## src/sv/cht_pkg.sv

```systemverilog
// shared types, codes and defaults of the chained hash table
`default_nettype none

package cht_pkg;

  // field widths
  localparam int unsigned KEY_W = 31;
  localparam int unsigned TAG_W = 64;

  // default geometry
  localparam int unsigned NUM_BUCKETS_DEF = 10;
  localparam int unsigned CHAIN_DEPTH_DEF = 8;

  // operation codes
  typedef enum logic [1:0] {
    CMD_INSERT = 2'd0,
    CMD_REMOVE = 2'd1,
    CMD_FIND   = 2'd2,
    CMD_NOP    = 2'd3
  } cmd_e;

  // result status codes
  typedef enum logic [1:0] {
    ST_DONE      = 2'd0,
    ST_NOT_FOUND = 2'd1,
    ST_FULL      = 2'd2
  } status_e;

  // controller states
  typedef enum logic [3:0] {
    S_IDLE,
    S_MUL,
    S_REM,
    S_BKT,
    S_LEN,
    S_DISP,
    S_RD,
    S_CMP,
    S_SHRD,
    S_SHWR,
    S_DONE
  } state_e;

  // input item
  typedef struct packed {
    logic [1:0]       command;
    logic [KEY_W-1:0] key;
    logic [TAG_W-1:0] tag;
  } in_item_t;

  // result item
  typedef struct packed {
    logic [1:0]       status;
    logic             found;
    logic [KEY_W-1:0] found_key;
    logic [TAG_W-1:0] found_tag;
    logic             table_empty;
  } out_item_t;

  // one stored chain slot
  typedef struct packed {
    logic [KEY_W-1:0] key;
    logic [TAG_W-1:0] tag;
  } entry_t;

  // commands from controller to datapath
  typedef struct packed {
    logic load;
    logic len_ld;
    logic ins_wr;
    logic set_full;
    logic set_nf;
    logic rd_en;
    logic capture;
    logic ptr_inc;
    logic shift_wr;
    logic len_dec;
    logic out_load;
  } ctrl_t;

  // status from datapath to controller
  typedef struct packed {
    cmd_e cmd;
    logic len_full;
    logic len_zero;
    logic ptr_last;
    logic key_match;
    logic out_free;
  } stat_t;

endpackage

`default_nettype wire

```

## src/sv/cht_ctrl.sv

```systemverilog
// sequencing state machine of the chained hash table
`default_nettype none

module cht_ctrl
  import cht_pkg::*;
(
  input  wire logic  clk_i,
  input  wire logic  rst_ni,
  input  wire logic  in_valid_i,
  output logic       in_ready_o,
  input  wire stat_t stat_i,
  output ctrl_t      ctrl_o
);

  state_e state_q, state_d;

  // state register
  always_ff @(posedge clk_i or negedge rst_ni) begin
    if (!rst_ni) begin
      state_q <= S_IDLE;
    end else begin
      state_q <= state_d;
    end
  end

  // next state
  always_comb begin
    state_d = state_q;
    unique case (state_q)
      S_IDLE: if (in_valid_i) state_d = S_MUL;
      S_MUL:  state_d = S_REM;
      S_REM:  state_d = S_BKT;
      S_BKT:  state_d = S_LEN;
      S_LEN:  state_d = S_DISP;
      S_DISP: begin
        unique case (stat_i.cmd)
          CMD_INSERT, CMD_NOP: state_d = S_DONE;
          CMD_REMOVE, CMD_FIND: state_d = stat_i.len_zero ? S_DONE : S_RD;
        endcase
      end
      S_RD:   state_d = S_CMP;
      S_CMP: begin
        if (stat_i.ptr_last) begin
          state_d = S_DONE;
        end else if (stat_i.cmd == CMD_REMOVE && stat_i.key_match) begin
          state_d = S_SHRD;
        end else begin
          state_d = S_RD;
        end
      end
      S_SHRD: state_d = S_SHWR;
      S_SHWR: state_d = stat_i.ptr_last ? S_DONE : S_SHRD;
      S_DONE: if (stat_i.out_free) state_d = S_IDLE;
      default: state_d = S_IDLE;
    endcase
  end

  // datapath commands
  always_comb begin
    ctrl_o     = '0;
    in_ready_o = 1'b0;
    unique case (state_q)
      S_IDLE: begin
        in_ready_o  = 1'b1;
        ctrl_o.load = in_valid_i;
      end
      S_MUL, S_REM, S_BKT: ;
      S_LEN: ctrl_o.len_ld = 1'b1;
      S_DISP: begin
        unique case (stat_i.cmd)
          CMD_INSERT: begin
            ctrl_o.set_full = stat_i.len_full;
            ctrl_o.ins_wr   = !stat_i.len_full;
          end
          CMD_REMOVE, CMD_FIND: ctrl_o.set_nf = stat_i.len_zero;
          CMD_NOP: ;
        endcase
      end
      S_RD: ctrl_o.rd_en = 1'b1;
      S_CMP: begin
        if (stat_i.cmd == CMD_FIND) begin
          ctrl_o.capture = stat_i.key_match;
          ctrl_o.ptr_inc = !stat_i.ptr_last;
        end else begin
          // remove: first hit starts the compaction
          ctrl_o.ptr_inc = !stat_i.ptr_last;
          ctrl_o.len_dec = stat_i.key_match && stat_i.ptr_last;
          ctrl_o.set_nf  = !stat_i.key_match && stat_i.ptr_last;
        end
      end
      S_SHRD: ctrl_o.rd_en = 1'b1;
      S_SHWR: begin
        ctrl_o.shift_wr = 1'b1;
        ctrl_o.ptr_inc  = !stat_i.ptr_last;
        ctrl_o.len_dec  = stat_i.ptr_last;
      end
      S_DONE: ctrl_o.out_load = stat_i.out_free;
      default: ;
    endcase
  end

endmodule

`default_nettype wire

```

## config.mk

```make
export PLATFORM = sky130hd
export DESIGN_NAME = cht_ctrl
export DESIGN_NICKNAME = d
export VERILOG_FILES = /design/src/sv/cht_pkg.sv /design/src/sv/cht_ctrl.sv
export SDC_FILE = /design/constraint.sdc
export NUM_CORES = 1
export LEC_CHECK = 0
export ABC_AREA = 1
export ABC_CLOCK_PERIOD_IN_PS = 1900
export BUFFER_PORTS_ARGS = -buffer_cell sky130_fd_sc_hd__buf_2
export CAP_MARGIN = 20
export CORE_AREA = 8 8 45 47
export CTS_CLUSTER_DIAMETER = 100
export DETAILED_ROUTE_END_ITERATION = 10
export DIE_AREA = 0 0 53 55
export GPL_TIMING_DRIVEN = 1
export PLACE_DENSITY = 0.66
export SKIP_CTS_REPAIR_TIMING = 1
export SLEW_MARGIN = 20
export SYNTH_ARGS = -nofsm -noshare
export SYNTH_HDL_FRONTEND = slang
export SYNTH_SLANG_ARGS = --single-unit
```

## constraint.sdc

```tcl
create_clock -name clk_i -period 1.9 [get_ports clk_i]
set_input_delay 0.095 -clock clk_i [delete_from_list [all_inputs] [get_ports clk_i]]
set_output_delay 0.095 -clock clk_i [all_outputs]
set_load 0.05 [all_outputs]
```

==> out/qor.yml <==
outcome: "completed"
ir_worst_vdd_mv: 0.534
root_buffer: "clkbuf_4"
cp.required_ns: 1.80
grt_usage: 0.0975
swShare: 0.598
largest-register: "state_q"
slew_headroom: 0.831
synth_area_sq_um: 472
place.gp.congestion: 0.780
switchingPower_mw: 0.529
fin_crit_sh: 0.839
layout_commonest_cell: "buf_2"
drtIter0Drc: 13
antenna_left: 0
power.density_mw_per_mm2: 1420
fin_crit_ns: 1.59
io_buffers: 21
post-dp-hpwl_mm: 1.05
cts_tree: "done"
netlist_instances: 78
grt_max_degree: 9
drt_wl_total_mm: 1.24
cts_buffers: 3
pwr-share-clk: 0.122
layout.nets: 117
tightest_slew_ns: 0.252
rrSetupSlack_ns: 0.74
critPathLaunchType: "flip-flop"
design.portCount: 22
intPower_mw: 0.355
clk_pin_slew_ns: 0.04
initial_core_util: 0.341
fp.coreArea_sq_mm: 0.00138
nFillCells: 152
setup_tns_ns: 0
worstSkewPairLatency_ns: 0.24
endpoint_kind: "primary output"
fmax_mhz: 627
path_class: "flip-flop to primary output"
largest_reg_flops: 4
synth_cell_types: 16
skew_ns: 0.0100
leakagePower_nw: 0.367
grt_pass1_vias: 502
num_vias: 561
worstRegToRegCells: 4
layout_common_cells: "buf_2, inv_1, nor2_1"
hold_path.class: "input port to async pin"
cap_violations: 0
p_total_mw: 0.884
yosysWarnings: 0
area_delta_synth_final_pct: 32.4
setup_viol: 0
seq_area_frac_synth: 0.212
grt_setup_unrepaired: "false"
p_seq_frac: 0.223
fin_util: 0.451
grt_overflow: 0
clock_path_buffers: 2
antenna_cells: 0
grt_first_pass_wirelength_mm: 2.10
crit_fanout: 5
die_area_sq_mm: 0.00292
die_w_um: 53
routed_via_density: 4.75
fp.dieH_um: 55
report.final.slew_viol_count: 0
drcViolationCount: 0
cts_max_level: 1
ys_ff_latch: 4
firstDrtPassIters: 4
syn_nets: 91
synth_area_per_cell_sq_um: 6.05
largest_registers: "state_q (4)"
hold_violations: 0
clock-sinks: 4
antenna_found_initial: 0
routedWlPerCell_um: 10.5
cp.arrival_ns: 1.50
drive_gt1_frac: 0.333
rows: 14
p_comb_frac: 0.655
## stage by stage
stage	hold WS (ns)	std cells	setup slack (ns)	instance area (sq um)
2_1_floorplan	-0.201	78	0.0139	478
3_3_place_gp	-0.0959	114	0.575	592
3_5_place_dp	-0.0908	114	0.573	592
4_1_cts	-0.345	117	0.311	614
5_1_grt	0.201	118	0.177	624
6_report	0.189	118	0.306	624
## layout make-up
cell class                      count  area (sq um)  share of cell area
Timing Repair Buffer               22           115               0.184
Clock buffer                        3          22.5              0.0361
Inverter                           18          67.6               0.108
Tap cell                           16          20.0              0.0321
Multi-Input combinational cell     55           299               0.479
Sequential cell                     4           100               0.160
## Yosys cell counts
master   count  area share
inv_1       16        0.13
nand4_1      2       0.027
o21ai_2      2       0.037
buf_6        1       0.024
nand2_1     11       0.088
nor2_1      14        0.11
nor3_2       1       0.021
nor2_4       1       0.024
o21ai_0      4       0.042
nor4_1       1       0.013
dfrtp_1      4        0.21
nand2_2      2       0.027
ha_1         3       0.080
inv_2        2       0.016
nand3_1     13        0.14
nor2_2       1       0.013
## critical path, stage by stage (launching register included)
cell and delay, ns:
dfrtp_1 0.41, inv_1 0.13, nand2_2 0.11, nor2_1 0.17, nand3_1 0.11, o21ai_2 0.07, buf_2 0.27
## final timing paths
kind | from | end
min | rst_ni | state_q[3]
max | state_q[3] | ctrl_o[6]
min reg2reg | state_q[0] | state_q[0]
min in group clk_i | stat_i[3] | state_q[2]
max reg2reg | state_q[0] | state_q[1]
max in group asynchronous | rst_ni | state_q[1]
## power groups by stage
stage / combinational, mW / sequential (mW) / clock [mW]
global placement: 0.574 / 0.198 / 0
global route: 0.637 / 0.208 / 0.113
detailed placement: 0.573 / 0.197 / 0
CTS: 0.580 / 0.195 / 0.109
floorplan: 0.504 / 0.168 / 0
finish: 0.580 / 0.197 / 0.108
## layer usage
layer,share of wire,GRT usage,up-vias
met5,0,0,-
met4,0.0081,0.0647,0
met3,0.085,0.0348,2
met2,0.49,0.152,22
met1,0.42,0.110,243
li1,-,-,294
## cell families (layout without fill, tap and decap cells)
| logic type | after synthesis | count (layout) | share of synthesized area |
|---|---|---|---|
| flops | 4 | 4 | 0.212 |
| compound gates | 6 | 6 | 0.0796 |
| fa+ha+maj | 3 | 3 | 0.0796 |
| buf+inv | 19 | 43 | 0.167 |
| simple gates | 46 | 46 | 0.462 |
Note: power is estimated with default switching activity, not from simulation.
